--- config.mk ---
export PLATFORM = sky130hd
export DESIGN_NAME = lpa_div_chain
export DESIGN_NICKNAME = d
export VERILOG_FILES = /design/src/lpa_pkg.sv /design/src/lpa_div_cell.sv /design/src/lpa_div_chain.sv
export SDC_FILE = /design/constraint.sdc
export NUM_CORES = 1
export LEC_CHECK = 0
export BUFFER_PORTS_ARGS = -buffer_cell sky130_fd_sc_hd__clkbuf_2
export CORE_ASPECT_RATIO = 1.25
export CORE_MARGIN = 1.5
export CORE_UTILIZATION = 60
export CTS_BUF_LIST = sky130_fd_sc_hd__clkbuf_16
export DETAILED_ROUTE_END_ITERATION = 16
export HOLD_SLACK_MARGIN = 0.06
export MAX_ROUTING_LAYER = met4
export PLACE_DENSITY = 0.74
export SYNTH_ARGS = -nofsm -noshare
export SYNTH_HDL_FRONTEND = slang
export SYNTH_SLANG_ARGS = --single-unit
--- constraint.sdc ---
create_clock -name clk -period 5.4 [get_ports clk]
set_input_delay 0.81 -clock clk [delete_from_list [all_inputs] [get_ports clk]]
set_output_delay 0.81 -clock clk [all_outputs]
set_load 0.03 [all_outputs]
--- src/lpa_pkg.sv ---
// lpa_pkg: shared constants, register indexes and status codes for the
// LoRa packet airtime core. No dependencies.
package lpa_pkg;

  localparam int unsigned MAX_PAYLOAD = 255;
  localparam int unsigned US_PER_S    = 1000000;

  localparam int unsigned CFG_IDX_W  = 3;
  localparam int unsigned CFG_DATA_W = 24;

  // block-count divider: numerator up to 2139, denominator up to 60
  localparam int unsigned BLK_DW = 12;
  localparam int unsigned BLK_RW = 6;
  // airtime divider: quarters * 2^SF * 1e6 over 4 * bandwidth
  localparam int unsigned AIR_DW = 51;
  localparam int unsigned AIR_RW = 26;

  localparam int unsigned QTR_W  = 19;
  localparam int unsigned PROD_W = 39;
  localparam int unsigned SYMS_W = 11;

  // two math stages and the output register
  localparam int unsigned LATENCY = BLK_DW + AIR_DW + 3;

  typedef enum logic [CFG_IDX_W-1:0] {
    REG_BANDWIDTH = 3'd0,
    REG_PREAMBLE  = 3'd1,
    REG_SF        = 3'd2,
    REG_CR        = 3'd3,
    REG_LDRO      = 3'd4,
    REG_CRC       = 3'd5,
    REG_EXPLICIT  = 3'd6
  } reg_idx_t;

  typedef enum logic [1:0] {
    ST_OK        = 2'd0,
    ST_BAD_CFG   = 2'd1,
    ST_TOO_LARGE = 2'd2
  } status_t;

  typedef struct packed {
    logic    valid;
    status_t status;
  } lane_ctl_t;

endpackage

--- src/lpa_div_cell.sv ---
// lpa_div_cell: one restoring-division step, one quotient bit per cell.
// Uses lpa_pkg for the control struct.
module lpa_div_cell #(
  parameter int unsigned DW = 12,
  parameter int unsigned RW = 6,
  parameter int unsigned SW = 2
) (
  input  logic               clk,
  input  logic               rst,
  input  lpa_pkg::lane_ctl_t in_ctl,
  input  logic [RW-1:0]      in_rem,
  input  logic [DW-1:0]      in_dq,
  input  logic [RW-1:0]      in_div,
  input  logic [SW-1:0]      in_side,
  output lpa_pkg::lane_ctl_t out_ctl,
  output logic [RW-1:0]      out_rem,
  output logic [DW-1:0]      out_dq,
  output logic [RW-1:0]      out_div,
  output logic [SW-1:0]      out_side
);

  logic [RW:0]   trial;
  logic          ge;
  logic [RW:0]   diff;
  logic [RW-1:0] rem_next;

  always_comb begin
    trial    = {in_rem, in_dq[DW-1]};
    ge       = trial >= {1'b0, in_div};
    diff     = trial - {1'b0, in_div};
    rem_next = ge ? diff[RW-1:0] : trial[RW-1:0];
  end

  always_ff @(posedge clk) begin
    if (rst) begin
      out_ctl.valid <= 1'b0;
    end else begin
      out_ctl.valid <= in_ctl.valid;
    end
    out_ctl.status <= in_ctl.status;
    out_rem        <= rem_next;
    out_dq         <= {in_dq[DW-2:0], ge};
    out_div        <= in_div;
    out_side       <= in_side;
  end

endmodule

--- src/lpa_div_chain.sv ---
// lpa_div_chain: a row of DW division cells, one quotient bit per cycle.
// Depends on lpa_pkg and lpa_div_cell.
module lpa_div_chain #(
  parameter int unsigned DW = 12,
  parameter int unsigned RW = 6,
  parameter int unsigned SW = 2
) (
  input  logic               clk,
  input  logic               rst,
  input  lpa_pkg::lane_ctl_t in_ctl,
  input  logic [DW-1:0]      dividend,
  input  logic [RW-1:0]      divisor,
  input  logic [SW-1:0]      in_side,
  output lpa_pkg::lane_ctl_t out_ctl,
  output logic [DW-1:0]      quotient,
  output logic [RW-1:0]      remainder,
  output logic [SW-1:0]      out_side
);

  lpa_pkg::lane_ctl_t ctl  [DW+1];
  logic [RW-1:0]      rem  [DW+1];
  logic [DW-1:0]      dq   [DW+1];
  logic [RW-1:0]      div  [DW+1];
  logic [SW-1:0]      side [DW+1];

  assign ctl[0]  = in_ctl;
  assign rem[0]  = '0;
  assign dq[0]   = dividend;
  assign div[0]  = divisor;
  assign side[0] = in_side;

  for (genvar i = 0; i < DW; i++) begin : g_cell
    lpa_div_cell #(.DW(DW), .RW(RW), .SW(SW)) u_cell (
      .clk, .rst,
      .in_ctl(ctl[i]), .in_rem(rem[i]), .in_dq(dq[i]), .in_div(div[i]),
      .in_side(side[i]),
      .out_ctl(ctl[i+1]), .out_rem(rem[i+1]), .out_dq(dq[i+1]),
      .out_div(div[i+1]), .out_side(side[i+1])
    );
  end

  assign out_ctl   = ctl[DW];
  assign quotient  = dq[DW];
  assign remainder = rem[DW];
  assign out_side  = side[DW];

endmodule

* Word level (Yosys, flattened, before mapping) *
Cells that the tools add are included.
W data, S select, Z words.

cells by class
  multiplexer cells = 12
  magnitude comparators = 12
  $add $sub $neg = 12

operators with widths
  kind           count
  $ge A7 B6 Y1   11
  $mux W6        11
  $sub A6 B6 Y6  11
  $ge A1 B6 Y1   1
  $sub A1 B6 Y6  1
  $mux W1        1

word-level totals
  output and inout bits = 23
  input bits = 25
  register bits after elaboration = 342
  word-level logic and storage cells = 108

* Logic depth before layout (Yosys ltp) *
Gate-level depths: netlist (run 1).

  word-level depth = 2
  mapped depth = 8
  depth with buffers taken out = 8

* Hierarchy *
From an unflattened synthesis (run 1), not the netlist that was laid out.

unflattened totals
  cell total of the unflattened synthesis = 901
  area total of the unflattened synthesis = 11,624.9 um^2

modules (own cells, without submodules)
  module         cells each  seq. area each (um^2)  area each (um^2)  times used
  lpa_div_cell   75          580.6                  968.4             12
  lpa_div_chain  1           0.0                    3.8               1

* Least setup slack after synthesis (run 1) *
No wires, ideal clock.

  path type = reg-to-reg
  start point = reg g_cell[10].u_cell.out_dq[11]
  end point = reg g_cell[11].u_cell.out_rem[2]
  clock period less this slack = 1.961 ns
  library setup time = 0.121 ns
  path slack = 3.439 ns
  path buffers = 0
  arrival time = 1.840 ns
  required time = 5.279 ns
  stages on the path, launching flop included = 8
  path through = dfxtp_1 -> inv_1 -> ha_1 -> nand2b_4 -> a211oi_2 -> o21ai_1 -> a211oi_4 -> mux2_2

between the ends
  cells in the longest elaborated chain, start to end = 2
  elaborated cells on any way between the ends = 3
  classes of those cells = add/sub: 1; order compare: 1; mux: 1

ends and longest elaborated chain
  what                                           RTL line                                text
  from (decl)                                    lpa_div_cell.sv:17                      output logic [DW-1:0] out_dq,
  from (signal assigned)                         lpa_div_cell.sv:42                      out_dq <= {in_dq[DW-2:0], ge};
  $sub A6 B6 Y6 or $ge A7 B6 Y1 (tied branches)  lpa_div_cell.sv:30, lpa_div_cell.sv:29
  $mux W6 (*)                                    lpa_div_cell.sv:31                      rem_next = ge ? diff[RW-1:0] : trial[RW-1:0];
  via g_cell[11].u_cell.rem_next[2]              lpa_div_cell.sv:25                      logic [RW-1:0] rem_next;
  to (signal assigned)                           lpa_div_cell.sv:41                      out_rem <= rem_next;
  to (decl)                                      lpa_div_cell.sv:16                      output logic [RW-1:0] out_rem,

Mark *: on every way through the listed nets, which the timed path passes. The rest lies on a longest branch.
A chain may end at the register's enable or synchronous reset.

* Worst setup path in the final report (run 1) *
  start point = reg g_cell[8].u_cell.out_dq[11]
  end point = reg g_cell[9].u_cell.out_rem[5]

between the ends
  cells in the longest elaborated chain, start to end = 2
  elaborated cells on any way between the ends = 3
  classes of those cells = add/sub: 1; order compare: 1; mux: 1

ends and longest elaborated chain
  what                                           RTL line
  from (decl)                                    lpa_div_cell.sv:17
  from (signal assigned)                         lpa_div_cell.sv:42
  $sub A6 B6 Y6 or $ge A7 B6 Y1 (tied branches)  lpa_div_cell.sv:30, lpa_div_cell.sv:29
  $mux W6 (*)                                    lpa_div_cell.sv:31
  via g_cell[9].u_cell.rem_next[5]               lpa_div_cell.sv:25
  to (signal assigned)                           lpa_div_cell.sv:41
  to (decl)                                      lpa_div_cell.sv:16

Marks and branches as above.

==> impl_results.md, run 1 <==
- Status: finished, final reports clean
- Vias after detailed routing: 6009
- Top layer reached by signal wires: met4
- Crit path time final: 2200 ps
- Ys async rst share: 0%
- Hold path depth: 0
- Post-CTS setup buffers: 0
- Hold Crit Class: register to register
- CP max FO: 7
- Yosys top cell area share: 60.4%
- Slew headroom: 69.2%
- Element type at the critical path start: register
- Die X: 126 um
- WHS Endpoint: g_cell[3].u_cell.out_dq[2]
- Number of vias per cell: 4.95
- Core region area: 18600 um2
- Synth cell types: 32
- Fin crit share: 40.8%
- Post-synth EDFFs: 0
- Worst r2r src: g_cell[8].u_cell.out_dq[11]
- Remaining global-route overflow: 0
- Pin count of the biggest net entering global routing: 17
- CTS tree: done
- Power per Cell Area: 580 nW/um2
- Final #Nets: 1071
- GRT Util Overall: 16.8%
- Ys Warns: 0
- GPL Wtd Cong: 0.807
- Routed Wire Length: 15.9 mm
- Met2 wire len: 8.83 mm
- RSZ-0062 raised after global routing: no
- Sequential share of the synthesized area: 60.4%
- Design Power: 0.00740 W
- Largest cells by area after synthesis: dfxtp_1 (60%), ha_1 (8.7%), mux2_2 (4.4%), inv_1 (3.8%), a211oi_4 (1.9%)
- DRT iter0 DRCs: 209
- N_diodes: 0
- F_max: 0.454 GHz
- Synthesized flop and latch total: 342
- Placed wire-length estimate: 11.5 mm
- Commonest non-fill, non-tap cell in the layout: dfxtp_1
- Post-Route Skew: 12.9 ps
- CP Class: register to register
- Syn Area/Cell: 12.7 um2
- Drt pass-1 iters: 6
- CTS Buf Count: 31
- VDD IR-drop max: 0.297 mV
- Setup crit start: g_cell[8].u_cell.out_dq[11]
- Worst EP required: 5830 ps
- Worst reg2reg setup slack: 3200 ps
- Antenna Violating Nets Remaining: 0
- DRC viols: 0
- Worst-skew pair later-pin latency: 550 ps
- Die Ht: 157 um
- PortBufs: 47
- CP Data Arrival Time: 2640 ps
- Share of cells above drive strength 1: 18.0%
- Synth area leader: dfxtp_1
- Main synth FF type: dfxtp_1
- Filler Cell Count: 1393
- Setup Total Neg Slack: 0 ps
- CTS Buffer Depth: 3
- Reg2reg end: g_cell[9].u_cell.out_rem[5]
- Setup crit end kind: register
- Most frequent cells in the layout: dfxtp_1 (342), inv_1 (117), ha_1 (79)
- Syn-to-layout area delta: 12.7%
- CTS clk-pin slew, worst paths: 60 ps
- Vias in the first global route: 5878
- H-tree levels: 1
- Synthesized cell area: 11300 um2
- Number of cells upsized or downsized after cts: 0
- Hold wc startpoint: g_cell[2].u_cell.out_dq[1]
- # IOs: 48
- Slew @ Worst Pin: 457 ps
- Global-route wire length before repair: 26.2 mm
- Row cnt: 56
- Leakage dissipation: 5.84 nW
- DR WL met3: 635 um
- Final hold violations: 0
- Cts hold-fix bufs: 0
- Wl on met1: 6.01 mm
- R2R depth: 7
- Clock sink total: 342
- Mapped Cells: 892
- Root Buffer Master: clkbuf_16
- DR WL/cell: 13.1 um
- Slew Viols, Final: 0
- Synth Net Count: 1007
- Antenna violations before repair: 0
- Final Setup Violations: 0
- Initial Util: 60.8%
- Die area: 19700 um2
- # Max-Cap Violations: 0
-- through the flow --
| stage | hold slack [ps] | utilization (%) | worst slack [ps] | cells | cell area [um2] |
|---|---|---|---|---|---|
| CTS | 324 | 68.5 | 3140 | 1213 | 12800 |
| detailed placement | 312 | 63.0 | 3170 | 1155 | 11700 |
| global placement | 309 | 63.0 | 3180 | 1155 | 11700 |
| finish | 323 | 68.5 | 3200 | 1213 | 12800 |
| global route | 328 | 68.5 | 3090 | 1213 | 12800 |
| floorplan | 310 | - | 3440 | 892 | 11300 |
-- cells in the mapped netlist (all sizes together) (2+ instances only) --
master and number:
and2b 12, dfxtp 342, buf 15, o211ai 11
a311o 2, nor2b 23, a21oi 33, ha 79
inv 114, nor4b 10, o21a 11, mux2i 22
a211oi 22, mux2 44, a22oi 10, nand2b 11
o21ai 34, a211o 10, fa 11, xnor2 22
o31a 11, a21o 11, nor4 3, nor2 25
-- final cells by class --
| cell class | instances | area, um2 | area share [%] |
|---|---|---|---|
| clock buffers | 31 | 776 | 6.07 |
| inverters | 114 | 428 | 3.35 |
| well taps | 232 | 290 | 2.27 |
| multi-input cells | 420 | 3940 | 30.9 |
| clock inverters | 27 | 256 | 2.01 |
| repair buffers | 47 | 235 | 1.84 |
| flip-flops and latches | 342 | 6850 | 53.6 |
-- power by group --
| group | total, W | switching, W | internal [W] |
|---|---|---|---|
| clock network | 0.00214 | 0.000899 | 0.00124 |
| registers | 0.00320 | 0.000189 | 0.00301 |
| logic | 0.00207 | 0.00104 | 0.00102 |
-- registers in the layout, summed over array words and instances (netlist names) --
register	cells
g_cell.u_cell.out_rem	72
g_cell.u_cell.out_div	66
g_cell.u_cell.out_side	24
g_cell.u_cell.out_ctl	36
g_cell.u_cell.out_dq	144
-- worst max-delay path: stages, from the launching register on --
cell	delay, ps
dfxtp_1	310
inv_1	60
ha_1	300
nand2b_4	150
a211oi_2	240
o21ai_1	150
a211oi_4	480
mux2_2	400
-- cells by family (layout without fill, tap and decap cells) --
| kind of cell | count (synthesis) | count (layout) | share of synthesized area, % |
|---|---|---|---|
| muxes | 66 | 66 | 6.32 |
| buffers and inverters | 130 | 219 | 4.80 |
| DFF | 342 | 342 | 60.4 |
| AOI/OAI and AO/OA | 155 | 155 | 10.8 |
| xor gates and xnor gates | 22 | 22 | 1.70 |
| adders and majority gates | 90 | 90 | 10.7 |
| and+or+nand+nor | 87 | 87 | 5.32 |
-- worst max-delay path by stage --
stage / cells after the start / slack [ps] / to
finish: 7 / 3200 / g_cell[9].u_cell.out_rem[5]
global route: 7 / 3090 / g_cell[9].u_cell.out_rem[5]
detailed placement: 7 / 3170 / g_cell[7].u_cell.out_rem[5]
floorplan: 7 / 3440 / g_cell[11].u_cell.out_rem[2]
CTS: 7 / 3140 / g_cell[7].u_cell.out_rem[5]
global placement: 8 / 3180 / g_cell[0].u_cell.out_rem[1]
-- routing by layer --
metal	track usage [%]	vias to the layer above
li1	-	3106
met1	15.6	2781
met2	33.6	95
met3	3.32	27
met4	5.86	0
met5	-	-
No activity file was read; power rests on OpenSTA's default activity.
==> run 2, diff against run 1 <==
--- a/config.mk
+++ b/config.mk
@@ -5,15 +5,16 @@
 export SDC_FILE = /design/constraint.sdc
 export NUM_CORES = 1
 export LEC_CHECK = 0
+export ABC_AREA = 1
 export BUFFER_PORTS_ARGS = -buffer_cell sky130_fd_sc_hd__clkbuf_2
 export CORE_ASPECT_RATIO = 1.25
 export CORE_MARGIN = 1.5
-export CORE_UTILIZATION = 60
+export CORE_UTILIZATION = 55
 export CTS_BUF_LIST = sky130_fd_sc_hd__clkbuf_16
 export DETAILED_ROUTE_END_ITERATION = 16
 export HOLD_SLACK_MARGIN = 0.06
 export MAX_ROUTING_LAYER = met4
-export PLACE_DENSITY = 0.74
+export PLACE_DENSITY = 0.71
 export SYNTH_ARGS = -nofsm -noshare
 export SYNTH_HDL_FRONTEND = slang
 export SYNTH_SLANG_ARGS = --single-unit
==> constraint.sdc (replaced) <==
create_clock -name clk -period 1.8 [get_ports clk]
set_input_delay 0.27 -clock clk [delete_from_list [all_inputs] [get_ports clk]]
set_output_delay 0.27 -clock clk [all_outputs]
set_load 0.03 [all_outputs]
==> impl_results.md, run 2 <==
- Status: finished, final reports clean (unchanged)
- Die Ht: 169 um (was 157 um)
- Vias after detailed routing: 7623 (was 6009)
- R2R depth: 8 (was 7)
- Remaining global-route overflow: 0 (unchanged)
- Die X: 136 um (was 126 um)
- Drt pass-1 iters: 4 (was 6)
- Power per Cell Area: 1720 nW/um2 (was 580 nW/um2)
- Post-synth EDFFs: 0 (unchanged)
- Slew headroom: 79.6% (was 69.2%)
- Critical Path End: g_cell[9].u_cell.out_rem[5] (unchanged)
- Commonest non-fill, non-tap cell in the layout: dfxtp_1 (unchanged)
- Antenna Violating Nets Remaining: 0 (unchanged)
- CTS tree: done (unchanged)
- Synthesized cell area: 12100 um2 (was 11300 um2)
- DRT iter0 DRCs: 216 (was 209)
- Max reg flops: 144 (unchanged)
- Worst-skew pair later-pin latency: 550 ps (about the same)
- Worst EP required: 2290 ps (was 5830 ps)
- Share of cells above drive strength 1: 14.5% (was 18.0%)
- # IOs: 48 (unchanged)
- Synth area leader: dfxtp_1 (unchanged)
- Row cnt: 60 (was 56)
- F_max: 0.598 GHz (was 0.454 GHz)
- # Max-Cap Violations: 0 (unchanged)
- Hold wc startpoint: g_cell[0].u_cell.out_dq[3] (was g_cell[2].u_cell.out_dq[1])
- Largest cells by area after synthesis: dfxtp_1 (57%), ha_1 (8.2%), nand2_1 (8.0%), inv_1 (7.3%), nand3_1 (2.7%) (was dfxtp_1 (60%), ha_1 (8.7%), mux2_2 (4.4%), inv_1 (3.8%), a211oi_4 (1.9%))
- DR WL/cell: 11.4 um (was 13.1 um)
- Worst r2r src: g_cell[8].u_cell.out_div[4] (was g_cell[8].u_cell.out_dq[11])
- Crit path time final: 1670 ps (was 2200 ps)
- Core region area: 21500 um2 (was 18600 um2)
- Ys Warns: 0 (unchanged)
- Root Buffer Master: clkbuf_16 (unchanged)
- Main synth FF type: dfxtp_1 (unchanged)
- Routed Wire Length: 18.8 mm (was 15.9 mm)
- CP max FO: 4 (was 7)
- CTS Buffer Depth: 3 (unchanged)
- Initial Util: 56.1% (was 60.8%)
- Vias in the first global route: 7467 (was 5878)
- Syn Area/Cell: 9.59 um2 (was 12.7 um2)
- CTS clk-pin slew, worst paths: 60 ps (about the same)
- PnR worst setup slack: 129 ps (was 3200 ps)
- Final hold violations: 0 (unchanged)
- Global-route wire length before repair: 31.7 mm (was 26.2 mm)
- H-tree levels: 1 (unchanged)
- Leakage dissipation: 6.94 nW (was 5.84 nW)
- N_diodes: 0 (unchanged)
- Syn-to-layout area delta: 15.4% (was 12.7%)
- RSZ-0062 raised after global routing: no (unchanged)
- Reg2reg end: g_cell[9].u_cell.out_rem[5] (unchanged)
- CP Class: register to register (unchanged)
- Worst reg2reg setup slack: 130 ps (was 3200 ps)
- Most frequent cells after synthesis: dfxtp_1 (342), nand2_1 (256), inv_1 (235), ha_1 (79), nand3_1 (65) (was dfxtp_1 (342), inv_1 (114), ha_1 (79), mux2_2 (44), a21oi_1 (33))
- Setup crit end kind: register (unchanged)
- Post-CTS setup buffers: 0 (unchanged)
- Hold Crit Class: register to register (unchanged)
- Filler Cell Count: 1726 (was 1393)
- Synth cell types: 30 (was 32)
- Die area: 22900 um2 (was 19700 um2)
- Final #Nets: 1465 (was 1071)
- Synthesized flop and latch total: 342 (unchanged)
- CTS Buf Count: 31 (unchanged)
- Final Setup Violations: 0 (unchanged)
- Sequential share of the synthesized area: 56.7% (was 60.4%)
- PortBufs: 47 (unchanged)
- Setup crit start: g_cell[8].u_cell.out_div[4] (was g_cell[8].u_cell.out_dq[11])
- Final Cell Area: 13900 um2 (was 12800 um2)
- Ys async rst share: 0% (unchanged)
- Slew Viols, Final: 0 (unchanged)
- Clock sink total: 342 (unchanged)
- Post-Route Skew: 10.9 ps (was 12.9 ps)
- Most frequent cell after synthesis: dfxtp_1 (unchanged)
- Register with the most flip-flops: g_cell.u_cell.out_dq (unchanged)
- Placed cell areas: 12500 um2 (was 11700 um2)
- Synth Net Count: 1375 (was 1007)
- GRT Util Overall: 17.4% (was 16.8%)
- Element type at the critical path start: register (unchanged)
- Design Power: 0.0240 W (was 0.00740 W)
- Yosys top cell area share: 56.7% (was 60.4%)
- Placed wire-length estimate: 13.9 mm (was 11.5 mm)
- Hold WS: 320 ps (was 323 ps)
- Pre-CTS setup slack: 73.5 ps (was 3170 ps)
- Top Registers: g_cell.u_cell.out_dq x144, g_cell.u_cell.out_rem x72, g_cell.u_cell.out_div x66 (unchanged)
- Number of vias per cell: 4.61 (was 4.95)
- Mapped Cells: 1260 (was 892)
- Most frequent cells in the layout: dfxtp_1 (342), nand2_1 (256), inv_1 (238) (was dfxtp_1 (342), inv_1 (117), ha_1 (79))
- Antenna violations before repair: 0 (unchanged)
- GPL Wtd Cong: 0.849 (was 0.807)
- Slew @ Worst Pin: 306 ps (was 457 ps)
- Pin count of the biggest net entering global routing: 17 (unchanged)
- CP Data Arrival Time: 2170 ps (was 2640 ps)
- Fin crit share: 92.9% (was 40.8%)
- DRC viols: 0 (unchanged)
- VDD IR-drop max: 1.10 mV (was 0.297 mV)
- Setup Total Neg Slack: 0 ps (unchanged)
==> run 2: changes by cell type in the layout (fill, tap and decap cells not counted), sizes merged, moves of 21 or more <==
cell / previous run / this run
nand4: 0 / 27
mux2i: 22 / 0
a21oi: 33 / 12
nor2b: 23 / 0
mux2: 44 / 0
a211oi: 22 / 0
inv: 118 / 241
dlygate4sd3: 0 / 25
nand3: 0 / 86
nor2: 25 / 64
nand2: 1 / 286
==> run 2: how the worst min path moves through the flow <==
stage	end	slack, ps	cells after the start
final	g_cell[1].u_cell.out_dq[4]	320	0
after detailed placement	g_cell[10].u_cell.out_side[1]	310	0
after global placement	g_cell[6].u_cell.out_ctl[0]	310	0
after floorplan	g_cell[0].u_cell.out_ctl[0]	300	0
after CTS	g_cell[6].u_cell.out_dq[8]	320	0
after global routing	g_cell[6].u_cell.out_side[1]	330	0
==> run 2: report_power, final <==
group	leakage, nW	internal, W	switching (W)
clock	0.543	0.00416	0.00272
sequential	2.87	0.00912	0.000631
combinational	3.53	0.00280	0.00453
==> run 2: logic make-up (layout without fill, tap and decap cells) <==
family                     after synthesis  in the layout  synth area share [%]
DFF                                    342            342                  56.7
adders and majority gates               90             90                  10.0
buffers and inverters                  256            371                  8.73
and+or+nand+nor                        504            504                  20.1
xor gates and xnor gates                17             17                  1.23
AOI/OAI and AO/OA                       51             51                  3.27
==> run 2: what timing repair did <==
| item | 4_1_cts | 5_1_grt |
|---|---|---|
| hold buffers | 25 | 0 |
| endpoints found under the setup margin | 0 | 32 |
| resized for setup | 0 | 7 |
| hold endpoints to repair | 36 | 0 |
==> run 2: area by class of cell <==
type / count / area, um2 / area share [%]
multi-input cells: 662 / 4240 / 30.4
clock buffers: 31 / 776 / 5.56
clock inverters: 27 / 324 / 2.32
repair buffers: 78 / 531 / 3.80
flip-flops and latches: 342 / 6850 / 49.1
inverters: 235 / 882 / 6.33
well taps: 279 / 349 / 2.50
==> run 2: per-stage QoR <==
stage,utilization (%),instances
2_1_floorplan,-,1260
3_3_place_gp,58.2,1571
3_5_place_dp,58.2,1571
4_1_cts,64.5,1654
5_1_grt,64.7,1654
6_report,64.7,1654
==> run 2: per-layer routing <==
layer / global-route usage, % / routed length [um]
met5: - / 0
met3: 2.52 / 572
met2: 33.9 / 10400
met4: 7.06 / 631
met1: 17.0 / 7180
==> run 2: worst max-delay path, stage by stage (launching register included) <==
cell	delay, ps
dfxtp_1	390
inv_1	60
ha_1	340
nand2_1	80
nand2_1	60
a21oi_1	270
and2_1	250
nand3_1	80
nand2_1	80
==> run 3, diff against run 2 <==
--- a/config.mk
+++ b/config.mk
@@ -9,12 +9,12 @@
 export BUFFER_PORTS_ARGS = -buffer_cell sky130_fd_sc_hd__clkbuf_2
 export CORE_ASPECT_RATIO = 1.25
 export CORE_MARGIN = 1.5
-export CORE_UTILIZATION = 55
+export CORE_UTILIZATION = 35
 export CTS_BUF_LIST = sky130_fd_sc_hd__clkbuf_16
 export DETAILED_ROUTE_END_ITERATION = 16
 export HOLD_SLACK_MARGIN = 0.06
 export MAX_ROUTING_LAYER = met4
-export PLACE_DENSITY = 0.71
+export PLACE_DENSITY = 0.48
 export SYNTH_ARGS = -nofsm -noshare
 export SYNTH_HDL_FRONTEND = slang
 export SYNTH_SLANG_ARGS = --single-unit
==> impl_results.md, run 3 (synthesis gave the netlist of run 2 again) <==
- Status: finished, final reports clean (unchanged)
- CP Class: register to register (unchanged)
- Hold Crit Class: register to register (unchanged)
- Antenna violations before repair: 0 (unchanged)
- Slew headroom: 83.4% (was 79.6%)
- Commonest non-fill, non-tap cell in the layout: dfxtp_1 (unchanged)
- CTS tree: done (unchanged)
- Syn-to-layout area delta: 17.7% (was 15.4%)
- DRC viols: 0 (unchanged)
- Element type at the critical path start: register (unchanged)
- Crit-path slowest cell: fa_1 (was dfxtp_1)
- DRT iter0 DRCs: 256 (was 216)
- Inst Count DP: 1717 (was 1571)
- Register with the most flip-flops: g_cell.u_cell.out_dq (unchanged)
- Antenna Violating Nets Remaining: 0 (unchanged)
- CP Data Arrival Time: 2070 ps (was 2170 ps)
- Final #Nets: 1472 (was 1465)
- Drt pass-1 iters: 6 (was 4)
- Pin count of the biggest net entering global routing: 16 (was 17)
- DR WL/cell: 10.8 um (was 11.4 um)
- Die area: 35700 um2 (was 22900 um2)
- Die Ht: 211 um (was 169 um)
- Reg2reg end: g_cell[4].u_cell.out_rem[4] (was g_cell[9].u_cell.out_rem[5])
- Final Non-Filler Cells: 1807 (was 1654)
- Worst reg2reg setup slack: 150 ps (was 130 ps)
- Vias after detailed routing: 7528 (was 7623)
- Global-route wire length before repair: 33.6 mm (was 31.7 mm)
- Placed cell areas: 12700 um2 (was 12500 um2)
- Die X: 169 um (was 136 um)
- Root Buffer Master: clkbuf_16 (unchanged)
- Placed wire-length estimate: 14.7 mm (was 13.9 mm)
- Core region area: 33800 um2 (was 21500 um2)
- Worst r2r src: g_cell[3].u_cell.out_dq[11] (was g_cell[8].u_cell.out_div[4])
- Crit path time final: 1650 ps (was 1670 ps)
- Worst-skew pair later-pin latency: 530 ps (was 550 ps)
- CP max FO: 3 (was 4)
- WHS Endpoint: g_cell[4].u_cell.out_dq[11] (was g_cell[1].u_cell.out_dq[4])
- Fin crit share: 91.8% (was 92.9%)
- Hold path depth: 0 (unchanged)
- Number of vias per cell: 4.17 (was 4.61)
- VDD IR-drop max: 0.666 mV (was 1.10 mV)
- GRT Util Overall: 12.0% (was 17.4%)
- Routed Wire Length: 19.6 mm (was 18.8 mm)
- Initial Util: 35.8% (was 56.1%)
- Leakage dissipation: 7.01 nW (was 6.94 nW)
- H-tree levels: 2 (was 1)
- Row cnt: 75 (was 60)
- GPL Wtd Cong: 0.822 (was 0.849)
- CP Cell Sequence: inv_1, ha_1, fa_1, nand3b_1, nand4_1, nand2_1, nand2_2, o21ai_2 (was inv_1, ha_1, nand2_1, nand2_1, a21oi_1, and2_1, nand3_1, nand2_1)
- # Max-Cap Violations: 0 (unchanged)
- Post-Route Skew: 19.3 ps (was 10.9 ps)
- CTS clk-pin slew, worst paths: 60 ps (about the same)
- # IOs: 48 (unchanged)
- Top Registers: g_cell.u_cell.out_dq x144, g_cell.u_cell.out_rem x72, g_cell.u_cell.out_div x66 (unchanged)
- Slew @ Worst Pin: 248 ps (was 306 ps)
- Worst EP required: 2210 ps (was 2290 ps)
- Filler Cell Count: 3320 (was 1726)
- Slew Viols, Final: 0 (unchanged)
- CTS Buffer Depth: 3 (unchanged)
- N_diodes: 0 (unchanged)
- Clock sink total: 342 (unchanged)
- Power per Cell Area: 1720 nW/um2 (about the same)
- Hold WS: 318 ps (was 320 ps)
- PortBufs: 47 (unchanged)
- Largest stage delay on the critical path: 420 ps (was 390 ps)
- RSZ-0062 raised after global routing: no (unchanged)
- Hold wc startpoint: g_cell[3].u_cell.out_dq[10] (was g_cell[0].u_cell.out_dq[3])
- Final Setup Violations: 0 (unchanged)
- CTS Buf Count: 36 (was 31)
- Final Cell Area: 14200 um2 (was 13900 um2)
- F_max: 0.605 GHz (was 0.598 GHz)
- Share of cells above drive strength 1: 14.9% (was 14.5%)
- Setup crit end kind: register (unchanged)
- R2R depth: 8 (unchanged)
- Design Power: 0.0245 W (was 0.0240 W)
- Remaining global-route overflow: 0 (unchanged)
- Setup Total Neg Slack: 0 ps (unchanged)
- Max reg flops: 144 (unchanged)
- Final hold violations: 0 (unchanged)
- Most frequent cells in the layout: dfxtp_1 (342), nand2_1 (256), inv_1 (240) (was dfxtp_1 (342), nand2_1 (256), inv_1 (238))
- Vias in the first global route: 7506 (was 7467)
## run 3: cell count changes in the layout (fill, tap and decap cells not counted), moves of 2 or more
cell,previous run,this run
bufinv_16,7,4
nand3_2,8,12
clkbuf_16,31,37
clkinv_1,3,5
nand3_4,13,9
clkinvlp_4,4,2
clkinv_4,0,3
inv_1,238,240
## run 3: report_power, final
| group | total [W] | switching [W] | internal [W] |
|---|---|---|---|
| Combinational | 0.00737 | 0.00450 | 0.00287 |
| Clock | 0.00736 | 0.00300 | 0.00436 |
| Sequential | 0.00974 | 0.000618 | 0.00912 |
| Total | 0.0245 | 0.00812 | 0.0163 |
## run 3: worst max path at each step
stage | slack [ps] | cells after the start | end | start
global route | 1 | 9 | g_cell[7].u_cell.out_rem[1] | g_cell[6].u_cell.out_div[5]
detailed placement | 100 | 7 | g_cell[11].u_cell.out_rem[0] | g_cell[10].u_cell.out_div[2]
global placement | 120 | 8 | g_cell[11].u_cell.out_rem[0] | g_cell[10].u_cell.out_div[4]
CTS | 90 | 8 | g_cell[11].u_cell.out_rem[0] | g_cell[10].u_cell.out_div[4]
floorplan | 310 | 8 | g_cell[7].u_cell.out_rem[2] | g_cell[6].u_cell.out_div[2]
finish | 150 | 8 | g_cell[4].u_cell.out_rem[4] | g_cell[3].u_cell.out_dq[11]
## run 3: cell type report
| cell class | instances | area (um2) | share of cell area [%] |
|---|---|---|---|
| sequential | 342 | 6850 | 48.1 |
| multi-input combinational | 662 | 4210 | 29.6 |
| clock buffer | 37 | 926 | 6.51 |
| inverter | 235 | 882 | 6.20 |
| timing repair buffer | 80 | 562 | 3.95 |
| tap | 423 | 529 | 3.72 |
| clock inverter | 28 | 267 | 1.87 |
## run 3: stage by stage
stage | setup slack (ps) | util (%)
global route | 1.23 | 42.1
global placement | 119 | 37.7
CTS | 90.4 | 42.0
detailed placement | 103 | 37.7
finish | 147 | 42.1
floorplan | 315 | -
## run 3: timing repair
action	CTS	global route
setup buffers	0	0
hold endpoints to repair	38	0
gates resized for setup	0	6
hold buffers	25	0
setup endpoints to repair	0	17
## run 3: worst max-delay path: cells and delay by family (launching register included)
| kind | cells | cell delay (ps) |
|---|---|---|
| adder cells (fa/ha/maj) | 2 | 630 |
| AND/OR/NAND/NOR | 4 | 480 |
| flip-flops | 1 | 310 |
| buffers and inverters | 1 | 70 |
| AO/OA/AOI/OAI | 1 | 50 |
## run 3: metal layers
metal  track usage, %  routed length (um)  vias to the layer above
met4             5.07                 514                        0
met1             11.7                7750                     3336
li1                 -                   -                     4062
met2             22.6               10600                       93
met3             2.60                 713                       37
met5                -                   0                        -
